`src/rtl/core/dam_pkg.sv`:
```
`default_nettype none
// ----------------------------------------------------------------------------
// dam_pkg
// Shared types and constants of the ducking automation mixer: item codes,
// status codes, register indexes, stream layout and the command and status
// groups that pass between the controller and the datapath.
// ----------------------------------------------------------------------------
package dam_pkg;

    // Number of mixed sources; the datapath is built for exactly two.
    localparam int SOURCES = 2;

    // Q16 unity gain and the offset-binary midpoint.
    localparam logic [16:0] UNITY_Q16   = 17'd65536;
    localparam logic [31:0] UNITY_WIDE  = 32'd65536;
    localparam logic [16:0] MIDPOINT    = 17'd32768;
    localparam int          FRAC_BITS   = 16;

    // Stream widths of the input and output tdata and tuser.
    localparam int S_TDATA_W  = 168;
    localparam int S_TUSER_W  = 3;
    localparam int M_TDATA_W  = 32;
    localparam int M_TUSER_W  = 2;

    // Item kinds carried in tuser.
    typedef enum logic [1:0] {
        OP_PUSH  = 2'd0,
        OP_START = 2'd1,
        OP_FRAME = 2'd2,
        OP_NONE  = 2'd3
    } op_e;

    // Result status codes.
    localparam logic [1:0] ST_OK   = 2'd0;
    localparam logic [1:0] ST_FULL = 2'd1;
    localparam logic [1:0] ST_NEG  = 2'd2;

    // Configuration register indexes.
    localparam logic [2:0] REG_PRIO0    = 3'd0;
    localparam logic [2:0] REG_PRIO1    = 3'd1;
    localparam logic [2:0] REG_LEVEL0   = 3'd2;
    localparam logic [2:0] REG_LEVEL1   = 3'd3;
    localparam logic [2:0] REG_ATTACK0  = 3'd4;
    localparam logic [2:0] REG_ATTACK1  = 3'd5;
    localparam logic [2:0] REG_RELEASE0 = 3'd6;
    localparam logic [2:0] REG_RELEASE1 = 3'd7;

    // Datapath commands issued by the controller.
    typedef enum logic [4:0] {
        DP_IDLE,
        DP_LOAD,
        DP_PUSH,
        DP_START,
        DP_AUTO_JUMP,
        DP_AUTO_MUL,
        DP_AUTO_DIV,
        DP_AUTO_UPD,
        DP_DUCK_SET,
        DP_DUCK_DIV,
        DP_DUCK_UPD,
        DP_GAIN_MUL,
        DP_GAIN_TAKE,
        DP_MUL_L,
        DP_MUL_R,
        DP_ACC,
        DP_NEXT_SRC,
        DP_OUT
    } dp_cmd_e;

    typedef struct packed {
        dp_cmd_e op;
    } dp_cmd_t;

    typedef struct packed {
        op_e  item_op;
        logic src_active;
        logic src_last;
        logic queue_empty;
        logic len_zero;
        logic duck_direct;
        logic div_done;
    } dp_status_t;

endpackage
`default_nettype wire

```
`src/rtl/core/dam_ctrl.sv`:
```
`default_nettype none
// ----------------------------------------------------------------------------
// dam_ctrl
// Sequencer of the mixer: takes one item, walks the datapath through the
// push, block start or per-source frame steps, and holds the result valid.
// ----------------------------------------------------------------------------
module dam_ctrl (
    input  logic                aclk,
    input  logic                aresetn,
    input  logic                s_tvalid,
    output logic                s_tready,
    output logic                m_tvalid,
    input  logic                m_tready,
    output dam_pkg::dp_cmd_t    cmd,
    input  dam_pkg::dp_status_t status
);
    import dam_pkg::*;

    typedef enum logic [3:0] {
        S_IDLE,
        S_DECODE,
        S_CHECK,
        S_AUTO,
        S_ADIV_GO,
        S_ADIV_WAIT,
        S_DUCK,
        S_DDIV_WAIT,
        S_GAIN,
        S_GTAKE,
        S_MULL,
        S_MULR,
        S_ACC,
        S_NEXT,
        S_FINISH
    } state_t;

    state_t state_reg;
    state_t state_next;
    logic   m_tvalid_reg;
    logic   out_free;

    assign s_tready = state_reg == S_IDLE;
    assign out_free = !m_tvalid_reg || m_tready;

    // Next state and datapath command.
    always_comb begin
        state_next = state_reg;
        cmd.op     = DP_IDLE;
        unique case (state_reg)
            S_IDLE: begin
                if (s_tvalid) begin
                    cmd.op     = DP_LOAD;
                    state_next = S_DECODE;
                end
            end
            S_DECODE: begin
                unique case (status.item_op)
                    OP_PUSH: begin
                        cmd.op     = DP_PUSH;
                        state_next = S_FINISH;
                    end
                    OP_START: begin
                        cmd.op     = DP_START;
                        state_next = S_FINISH;
                    end
                    OP_FRAME: state_next = S_CHECK;
                    default:  state_next = S_FINISH;
                endcase
            end
            S_CHECK: state_next = status.src_active ? S_AUTO : S_NEXT;
            S_AUTO: begin
                if (status.queue_empty) begin
                    state_next = S_DUCK;
                end else if (status.len_zero) begin
                    cmd.op     = DP_AUTO_JUMP;
                    state_next = S_DUCK;
                end else begin
                    cmd.op     = DP_AUTO_MUL;
                    state_next = S_ADIV_GO;
                end
            end
            S_ADIV_GO: begin
                cmd.op     = DP_AUTO_DIV;
                state_next = S_ADIV_WAIT;
            end
            S_ADIV_WAIT: begin
                if (status.div_done) begin
                    cmd.op     = DP_AUTO_UPD;
                    state_next = S_DUCK;
                end
            end
            S_DUCK: begin
                if (status.duck_direct) begin
                    cmd.op     = DP_DUCK_SET;
                    state_next = S_GAIN;
                end else begin
                    cmd.op     = DP_DUCK_DIV;
                    state_next = S_DDIV_WAIT;
                end
            end
            S_DDIV_WAIT: begin
                if (status.div_done) begin
                    cmd.op     = DP_DUCK_UPD;
                    state_next = S_GAIN;
                end
            end
            S_GAIN: begin
                cmd.op     = DP_GAIN_MUL;
                state_next = S_GTAKE;
            end
            S_GTAKE: begin
                cmd.op     = DP_GAIN_TAKE;
                state_next = S_MULL;
            end
            S_MULL: begin
                cmd.op     = DP_MUL_L;
                state_next = S_MULR;
            end
            S_MULR: begin
                cmd.op     = DP_MUL_R;
                state_next = S_ACC;
            end
            S_ACC: begin
                cmd.op     = DP_ACC;
                state_next = S_NEXT;
            end
            S_NEXT: begin
                if (status.src_last) begin
                    state_next = S_FINISH;
                end else begin
                    cmd.op     = DP_NEXT_SRC;
                    state_next = S_CHECK;
                end
            end
            S_FINISH: begin
                if (out_free) begin
                    cmd.op     = DP_OUT;
                    state_next = S_IDLE;
                end
            end
            default: state_next = S_IDLE;
        endcase
    end

    // State and result valid.
    always_ff @(posedge aclk) begin
        if (!aresetn) begin
            state_reg    <= S_IDLE;
            m_tvalid_reg <= 1'b0;
        end else begin
            state_reg <= state_next;
            if (state_reg == S_FINISH && out_free) begin
                m_tvalid_reg <= 1'b1;
            end else if (m_tready) begin
                m_tvalid_reg <= 1'b0;
            end
        end
    end

    assign m_tvalid = m_tvalid_reg;

`ifndef NO_ASSERTIONS
    // The divider only completes while the sequencer waits for it.
    assert property (@(posedge aclk) disable iff (!aresetn)
        status.div_done |-> (state_reg == S_ADIV_WAIT || state_reg == S_DDIV_WAIT))
        else $error("divider finished outside a wait state");

    // A new result appears only out of the finishing step.
    assert property (@(posedge aclk) disable iff (!aresetn)
        $rose(m_tvalid_reg) |-> $past(state_reg) == S_FINISH)
        else $error("result raised without finishing an item");

    // Per-source frame steps run only for frame items.
    assert property (@(posedge aclk) disable iff (!aresetn)
        (state_reg == S_CHECK) |-> (status.item_op == OP_FRAME))
        else $error("frame sequence entered for a non-frame item");
`endif

endmodule
`default_nettype wire

```
`config.mk`:
```
export PLATFORM = sky130hd
export DESIGN_NAME = dam_ctrl
export DESIGN_NICKNAME = d
export VERILOG_FILES = /design/src/rtl/core/dam_pkg.sv /design/src/rtl/core/dam_ctrl.sv
export SDC_FILE = /design/constraint.sdc
export NUM_CORES = 1
export LEC_CHECK = 0
export BUFFER_PORTS_ARGS = -buffer_cell sky130_fd_sc_hd__buf_2
export CORE_MARGIN = 5
export CORE_UTILIZATION = 43
export DETAILED_ROUTE_END_ITERATION = 10
export PLACE_DENSITY_LB_ADDON = 0.15
export SLEW_MARGIN = 0
export SYNTH_ARGS = -nofsm -noshare
export SYNTH_HDL_FRONTEND = slang
export SYNTH_SLANG_ARGS = --single-unit
```
`constraint.sdc`:
```
create_clock -name aclk -period 1.4 [get_ports aclk]
set_clock_uncertainty 0.1 [all_clocks]
set_input_delay 0.21 -clock aclk [delete_from_list [all_inputs] [get_ports aclk]]
set_output_delay 0.21 -clock aclk [all_outputs]
set_load 0.05 [all_outputs]
```
## Word-level counts from Yosys, hierarchy flattened

Index checks and enable logic that the tools add are counted.

- Add/subtract/negate cells: 0
- Multipliers: 0
- Divide/modulo/power cells: 0
- Magnitude comparators: 0
- Equality and inequality tests: 20
- Shift operators: 0
- Mux-type cells: 23
- Bitwise gates (word level): 0
- Reductions and logical operators: 7

Operators by type and width:

| operator | count |
|---|---|
| 5-bit one-hot mux with 14 select lines | 1 |
| 4-bit one-hot mux with 15 select lines | 1 |
| 4-bit two-way mux | 9 |
| 4-bit == test (second input constant) | 7 |
| 4-bit by 3-bit == test with 1-bit output (second input constant) | 4 |
| 5-bit two-way mux | 2 |
| 4-bit by 2-bit == test with 1-bit output (second input constant) | 2 |
| 2-bit inequality test (second input constant) | 4 |
| 3-bit two-way mux | 2 |
| 1-bit two-way mux | 5 |
| 4-bit by 1-bit == test with 1-bit output (second input constant) | 1 |
| 4-bit zero test | 1 |
| 2-bit two-way mux | 2 |
| 2-bit one-hot mux with 2 select lines | 1 |
| 4-bit AND reduction | 1 |
| 2-bit by 1-bit == test with 1-bit output (second input constant) | 1 |
| 2-bit == test (second input constant) | 1 |
| 2-bit zero test | 1 |
| 2-bit nonzero test | 1 |
| 1-bit logical AND | 1 |
| 1-bit zero test | 1 |
| 1-bit logical OR | 1 |

- Register bits: 5
- Latch bits: 0
- Bits in writable memories: 0
- Bits in read-only memories: 0
- Input port bits: 12
- Output and inout port bits: 7
- Logic and storage cells: 52
- Memories kept: 0

## Logic depth before layout (Yosys ltp)

Gate-level depths: netlist (run 1).

- Depth after elaboration: 4
- Gate-level depth with buffers: 6
- Depth with buffers taken out: 4

## Least setup slack after synthesis (run 1)

Ideal clock, no wire load.

- Kind: flip-flop to output port
- Start: reg state_reg[0]
- End: out s_tready
- Data arrival time: 1887 ps
- Data required time: 1090 ps
- Setup slack: -797 ps
- Stages on the path, launching flop included: 4
- Buffers on the path: 1
- Path through: dfxtp_1 > buf_2 > or2_2 > nor3_1

- Longest elaborated chain between the ends: 1

Ends and longest elaborated chain:

| item | RTL line | text |
|---|---|---|
| start, declared | dam_ctrl.sv:37 | `state_t state_reg;` |
| start signal, assigned | dam_ctrl.sv:151 | `state_reg <= state_next;` |
| 4-bit zero test | dam_ctrl.sv:42 | `assign s_tready = state_reg == S_IDLE;` |
| end, declared | dam_ctrl.sv:11 | `output logic s_tready,` |

Every way passes these cells.

## Worst setup path after layout (run 1)

- Start: reg state_reg[0]
- End: reg state_reg[1]

- Longest elaborated chain between the ends: 3
- Elaborated cells on any way between the ends: 21
- Those cells by class: eq/ne (18); mux (1); reduce/logical (2)

Ends and longest elaborated chain:

| item | RTL line | text |
|---|---|---|
| 4-bit == test, or another cell as far along | dam_ctrl.sv:49 | `unique case (state_reg)` |
| 2-bit inequality test (no source line) | n/a |  |
| 4-bit AND reduction (no source line) | n/a |  |

Several ways; a longest one is shown, not always the timed one.
A chain may end at the register's enable or synchronous reset.

==> flow_summary.yaml, run 1 <==
outcome:
  outcome: "complete, but fails checks"
  violations: "negative setup slack"
floorplanning:
  core_um2: 1301
  start_util_pct: 45.38
  num_rows: 13
  die-width_um: 47.06
  dieArea_um2: 2215
  ios: 19
  die_h_um: 47.06
cts:
  clk_pin_slew_worst_paths_ps: 60
  clock_path_buffers: 2
  htree_num_levels: 1
  tritoncts: "built"
  cts_root_buf: "clkbuf_4"
  clk_latency_ps: 260
  cts_sinks: 5
  cts_made_buffers: 3
timing:
  tightest_slew_ps: 288.7
  final.min_clock_period_ps: 1862
  post-route-period-util_pct: 133.0
  finalSetupViolCount: 10
  setup_tns_ps: -3651
  rsz0062_at_grt: "true"
  holdWs_ps: 150.7
  drv_slew: 0
  relSlewSlack_pct: 80.49
  fmax_mhz: 537.0
  final_hold_viol_count: 0
  setup_ws_ps: -462.2
setup_path:
  required_ps: 1470
  cp_slowest_cell: "or4_1"
  cpMostUsedCell: "buf_4"
  path_cells: "buf_6 -> buf_4 -> buf_4 -> or4_1 -> a21oi_2 -> buf_4 -> nor2_1 -> o2bb2ai_1"
  critPathArrivalTime_ps: 1930
  slowest_delay_ps: 420
  cp-end-kind: "flop"
  cp-start-kind: "flop"
  critPathMaxFanout: 5
  criticalPathCategory: "flop to flop"
synthesis:
  synth-seq-cells: 5
  ys_warn_count: 0
  async_flop_share_pct: 0
  synthCells: 87
  synth_edf_count: 0
  yosysSeqAreaShare_pct: 16.95
  syn-num-nets: 99
  avgSynthCellArea_um2: 6.788
  syn_area_um2: 590.6
  yosys_most_used_dff: "dfxtp_1"
  synth_cell_types: 38
route:
  vias_per_cell: 6.260
  antenna_left: 0
  remaining_drc_errors: 0
  drt_wl_total_mm: 2.987
  via_count: 939
  drtIter0Drc: 47
  drt_first_pass_iters: 4
  wl_per_cell_um: 19.91
layout:
  drive_gt1_share_pct: 62.96
  final_nets: 148
  final_common_cell: "buf_4"
  layout_common_cells: "buf_4 (27), buf_2 (12), buf_6 (11)"
  largest_reg_flops: 4
  n_antenna_cell: 0
  area_growth_pct: 100.0
  design_area_um2: 1181
  final_util_pct: 90.77
  instances_no_fill: 150
  fillerInstances: 60
placed_design:
  hpwlAfterDp_mm: 1.549
  place_congestion: 0.8312
  io_buffers: 18
  dpl.cell_count: 137
  post_dp_cell_area_um2: 967.2
grt:
  grt_pass1_wl_mm: 3.677
  grt_use_met2_pct: 40.92
  grt_use_met3_pct: 4.598
  grt_max_degree: 15
  grt_pass1_vias: 870
  met1_usage_pct: 27.69
  globalRouteTotalUtil_pct: 23.76
  top_usage_layer: "met2"
  grt_antenna_before_repair: 0
  gr-total-overflow: 0
pwr:
  power_per_cell_area_nw_per_um2: 2483
  leakage_uw: 0.0005187
  irDropWorstVdd_uv: 2806
run:
  max-cap-violations: 0
hold_path:
  min_path_type: "input pin to flop"
## timing repair
item | CTS | global route
endpoints found under the setup margin | 10 | 10
setup buffers | 6 | 3
hold buffers | 0 | 0
pin swaps | 4 | 7
gates cloned | 1 | 0
gates resized for setup | 23 | 15
## critical path, delay by kind of cell, from the launching register on
family / cells / cell delay (ps)
flip-flops: 1 / 340
AND/OR/NAND/NOR: 2 / 480
AO/OA/AOI/OAI: 2 / 320
buffers and inverters: 4 / 530
## logic make-up (layout without fill, tap and decap cells)
kind of cell           Yosys count  in the layout  share of synthesized area (%)
and+or+nand+nor                 39             39                          34.96
AOI/OAI and AO/OA               33             33                          40.68
DFF                              5              5                          16.95
buffers and inverters           10             58                          7.413
## cells in the mapped netlist (2+ instances only)
cell	count	area, um2
buf_2	5	25.02
o211a_1	2	20.02
nor3_1	2	10.01
o21bai_1	2	15.01
nand2b_1	6	37.54
dfxtp_1	5	100.1
or2b_1	2	15.01
a21o_1	2	15.01
o22ai_1	2	12.51
o21ai_0	3	15.01
or2_2	4	25.02
a31oi_1	2	12.51
nor2_1	7	26.28
nand2_1	11	41.29
inv_1	3	11.26
a21oi_1	7	35.03
## routing by layer
metal  up-vias  part of all wire, %
met5         -                    0
met4         0                  3.8
met3        16                  7.4
met2        64                   51
met1       442                   38
li1        417                    -
## path summary, 6_finish.rpt
kind / start / endpoint / slack, ps / cells after the start
worst max register to register: state_reg[0] / state_reg[1] / -460 / 8
worst min register to register: m_tvalid / m_tvalid / 630 / 3
worst max-delay path: state_reg[0] / state_reg[1] / -460 / 8
worst min-delay path: aresetn / state_reg[3] / 150 / 3
## where the power goes
part | switching (uW) | internal [uW] | total (uW) | leakage [uW]
combinational | 1280 | 1150 | 2440 | 0.000460
sequential | 98.2 | 210 | 308 | 0.0000439
clock | 80.1 | 109 | 189 | 0.0000150
## stage by stage
stage / worst slack, ps / total power [uW]
after CTS: -419.1 / 2678
final: -462.2 / 2933
after floorplan: -145.7 / 1712
after global routing: -513.7 / 3057
after global placement: -206.6 / 2092
after detailed placement: -250.6 / 2127
## cell type report
| type | count | area [um2] | share of cell area [%] |
|---|---|---|---|
| Tap cell | 15 | 18.77 | 1.589 |
| Multi-Input combinational cell | 72 | 609.3 | 51.59 |
| Clock buffer | 4 | 26.28 | 2.225 |
| Timing Repair Buffer | 51 | 401.6 | 34.00 |
| Sequential cell | 5 | 113.9 | 9.640 |
| Inverter | 3 | 11.26 | 0.9534 |
(Power assumes the default switching activity.)
==> run 2, diff against run 1 <==
--- a/config.mk
+++ b/config.mk
@@ -9,7 +9,7 @@
 export CORE_MARGIN = 5
 export CORE_UTILIZATION = 43
 export DETAILED_ROUTE_END_ITERATION = 10
-export PLACE_DENSITY_LB_ADDON = 0.15
+export PLACE_DENSITY = 0.71
 export SLEW_MARGIN = 0
 export SYNTH_ARGS = -nofsm -noshare
 export SYNTH_HDL_FRONTEND = slang
==> flow_summary.yaml, run 2 <==
synthesis:
  synthCells: 87
  async_flop_share_pct: 0
  yosysTopAreaCell: "dfxtp_1"
  synthAdderAreaFrac_pct: 0
  synthMuxAreaShare_pct: 0
  synth_cell_types: 38
  syn_area_um2: 590.6
  yosysMostFrequentCell: "nand2_1"
  yosys-top-cells-count: "nand2_1 (11), a21oi_1 (7), nor2_1 (7)"
  synth_edf_count: 0
  synth-seq-cells: 5
  synth_top_family_by_area: "compound AO/OA/AOI/OAI gates"
  syn-num-nets: 99
  yosysSeqAreaShare_pct: 16.95
  ys_warn_count: 0
  yosys_most_used_dff: "dfxtp_1"
  synth_compound_area_share_pct: 40.68
  synth_simple_gate_area_share_pct: 34.96
  synth_xor_area_share_pct: 0
  synth_area_leaders: "dfxtp_1 (17%), nand2_1 (7.0%), nand2b_1 (6.4%)"
  avgSynthCellArea_um2: 6.788
  synth_top_area_share_pct: 16.95
placed_design:
  place_congestion: 0.8841
  hpwlAfterDp_mm: 1.644
  pre_cts_ws_ps: -250.4
  io_buffers: 18
  dpl.cell_count: 139
cts:
  ctsHoldBuffers: 0
  htree_num_levels: 1
  cts_sinks: 5
  cts_root_buf: "clkbuf_4"
  clock_path_buffers: 2
  cts_made_buffers: 3
timing:
  worst-ep-kind: "output port"
  crit_endpoint: "cmd[0]"
grt:
  grt_max_degree: 12
outcome:
  haltStage: "5_1_grt"
  error_line: "[ERROR DPL-0038] Utilization greater than 100%, impossible to legalize"
  outcome: "aborted with a tool error"
floorplanning:
  die-width_um: 47.06
  ios: 19
  num_rows: 13
  die_h_um: 47.06
  start_util_pct: 45.38
==> run 2: cell families after synthesis <==
family,Yosys count
simple gates,39
compound gates,33
buf+inv,10
flops,5
==> run 2: per-stage QoR <==
stage	utilization, %	instance area [um2]
2_1_floorplan	-	745.7
3_3_place_gp	75.48	982.2
3_5_place_dp	75.48	982.2
4_1_cts	88.46	1151
==> run 2: repair_timing <==
action                     CTS
cloned                       1
resized for setup           31
setup endpoints to repair   10
setup buffers                3
pin swaps                    2
==> run 3, diff against run 2 <==
--- a/config.mk
+++ b/config.mk
@@ -6,10 +6,10 @@
 export NUM_CORES = 1
 export LEC_CHECK = 0
 export BUFFER_PORTS_ARGS = -buffer_cell sky130_fd_sc_hd__buf_2
-export CORE_MARGIN = 5
-export CORE_UTILIZATION = 43
+export CORE_AREA = 5 5 66 68
 export DETAILED_ROUTE_END_ITERATION = 10
-export PLACE_DENSITY = 0.71
+export DIE_AREA = 0 0 71 73
+export PLACE_DENSITY_LB_ADDON = 0.15
 export SLEW_MARGIN = 0
 export SYNTH_ARGS = -nofsm -noshare
 export SYNTH_HDL_FRONTEND = slang
==> constraint.sdc (replaced) <==
create_clock -name aclk -period 1.82 [get_ports aclk]
set_clock_uncertainty 0.1 [all_clocks]
set_input_delay 0.273 -clock aclk [delete_from_list [all_inputs] [get_ports aclk]]
set_output_delay 0.273 -clock aclk [all_outputs]
set_load 0.05 [all_outputs]
==> flow_summary.yaml, run 3 (synthesis results as in run 1) <==
floorplanning:
  start_util_pct: 15.55
  dieArea_um2: 5183
  core_um2: 3799
  die-width_um: 71
  ios: 19
  num_rows: 23
  die_h_um: 73
cts:
  cts_root_buf: "clkbuf_8"
  cts_made_buffers: 3
  tritoncts: "built"
  clk_latency_ps: 220
  ctsHoldBuffers: 0
  clock_path_buffers: 2
  clk_pin_slew_worst_paths_ps: 40
  cts_sinks: 5
  htree_num_levels: 1
layout:
  largest_reg_flops: 4
  layout_common_cells: "buf_4 (16), buf_2 (14), nand2_1 (11)"
  drive_gt1_share_pct: 52.89
  final_util_pct: 27.14
  final_nets: 134
  n_antenna_cell: 0
  fillerInstances: 423
  area_growth_pct: 74.58
  seqCellArea_um2: 113.9
  multi_input_area_um2: 529.3
  final_common_cell: "buf_4"
timing:
  finalSetupViolCount: 2
  setup_ws_ps: -48.62
  relSlewSlack_pct: 83.26
  fmax_mhz: 535.2
  rsz0062_at_grt: "true"
  final.min_clock_period_ps: 1869
  post-route-period-util_pct: 102.7
  drv_slew: 0
  tightest_slew_ps: 252.8
  final_hold_viol_count: 0
pwr:
  power.total_uw: 1826
  leakage_uw: 0.0004192
  irDropWorstVdd_uv: 867.4
  power_per_cell_area_nw_per_um2: 1771
setup_path:
  cp-end-kind: "output pin"
  worstReg2RegStart: "state_reg[2]"
  criticalPathCategory: "flop to output pin"
  critPathArrivalTime_ps: 1500
  critPathMaxFanout: 7
  cp-start-kind: "flop"
  r2r_slack_ps: 70
  required_ps: 1450
  cpMostUsedCell: "buf_6"
  slowest_delay_ps: 380
  cp_slowest_cell: "or3_1"
  rr_endpoint: "state_reg[2]"
  ff2ff_path_depth: 6
  path_cells: "buf_6 -> a22oi_2 -> o32ai_2 -> or3_1 -> buf_6"
grt:
  grt_pass1_vias: 793
  grt_max_degree: 16
  gr-total-overflow: 0
  grt_pass1_wl_mm: 3.594
  globalRouteTotalUtil_pct: 8.880
  grt_antenna_before_repair: 0
placed_design:
  io_buffers: 18
  place_congestion: 0.8185
  hpwlAfterDp_mm: 1.659
  pre_cts_ws_ps: 39.26
route:
  vias_per_cell: 4.480
  drt_first_pass_iters: 4
  via_count: 766
  drtIter0Drc: 48
  drt_wl_total_mm: 2.211
  remaining_drc_errors: 0
  wl_per_cell_um: 12.93
  antenna_left: 0
hold_path:
  hold_depth: 3
  min_path_type: "input pin to flop"
  hold_start: "aresetn"
  hold_end: "state_reg[3]"
outcome:
  violations: "negative setup slack"
  outcome: "complete, but fails checks"
run:
  max-cap-violations: 0
==> run 3: how the worst max path moves through the flow <==
stage / from / end
finish: state_reg[2] / cmd[0]
global route: state_reg[0] / cmd[0]
CTS: state_reg[2] / cmd[0]
detailed placement: state_reg[0] / cmd[2]
global placement: state_reg[0] / cmd[2]
floorplan: state_reg[0] / s_tready
==> run 3: layer usage <==
| layer | vias to the layer above | wire, um | GRT usage (%) |
|---|---|---|---|
| met5 | - | 0 | 0 |
| met3 | 4 | 105 | 2.342 |
| met4 | 0 | 57 | 5.010 |
| met2 | 21 | 1057 | 15.04 |
| li1 | 387 | - | - |
| met1 | 354 | 991 | 10.12 |
==> run 3: per-stage QoR <==
step / instances / TNS (ps) / area, um2 / hold slack, ps
global route: 171 / -211.0 / 1031 / 262.9
global placement: 163 / 0 / 858.3 / 478.5
CTS: 170 / -74.62 / 994.7 / 234.4
finish: 171 / -54.37 / 1031 / 249.4
detailed placement: 163 / 0 / 858.3 / 476.0
floorplan: 87 / -31.30 / 625.6 / 287.6
==> run 3: worst max-delay path: cells and delay by family (launching register included) <==
family	cells	cell delay [ps]
DFF	1	350
and+or+nand+nor	1	380
buffers and inverters	2	280
AOI/OAI and AO/OA	2	250
==> run 3: cell type report <==
| class | instances | share of cell area, % |
|---|---|---|
| Multi-Input combinational cell | 72 | 51.33 |
| Timing Repair Buffer | 37 | 26.09 |
| Sequential cell | 5 | 11.04 |
| Tap cell | 50 | 6.068 |
| Clock buffer | 4 | 4.369 |
| Inverter | 3 | 1.092 |
==> run 3: power breakdown <==
part / internal [uW] / switching [uW] / leakage, uW
clock: 151 / 57.5 / 0.0000228
sequential: 165 / 77.6 / 0.0000439
combinational: 617 / 758 / 0.000353
==> run 3: what timing repair did <==
item / in CTS / in global routing
setup endpoints to repair: 6 / 7
pin swaps: 3 / 3
setup buffers: 3 / 1
gates resized for setup: 22 / 6
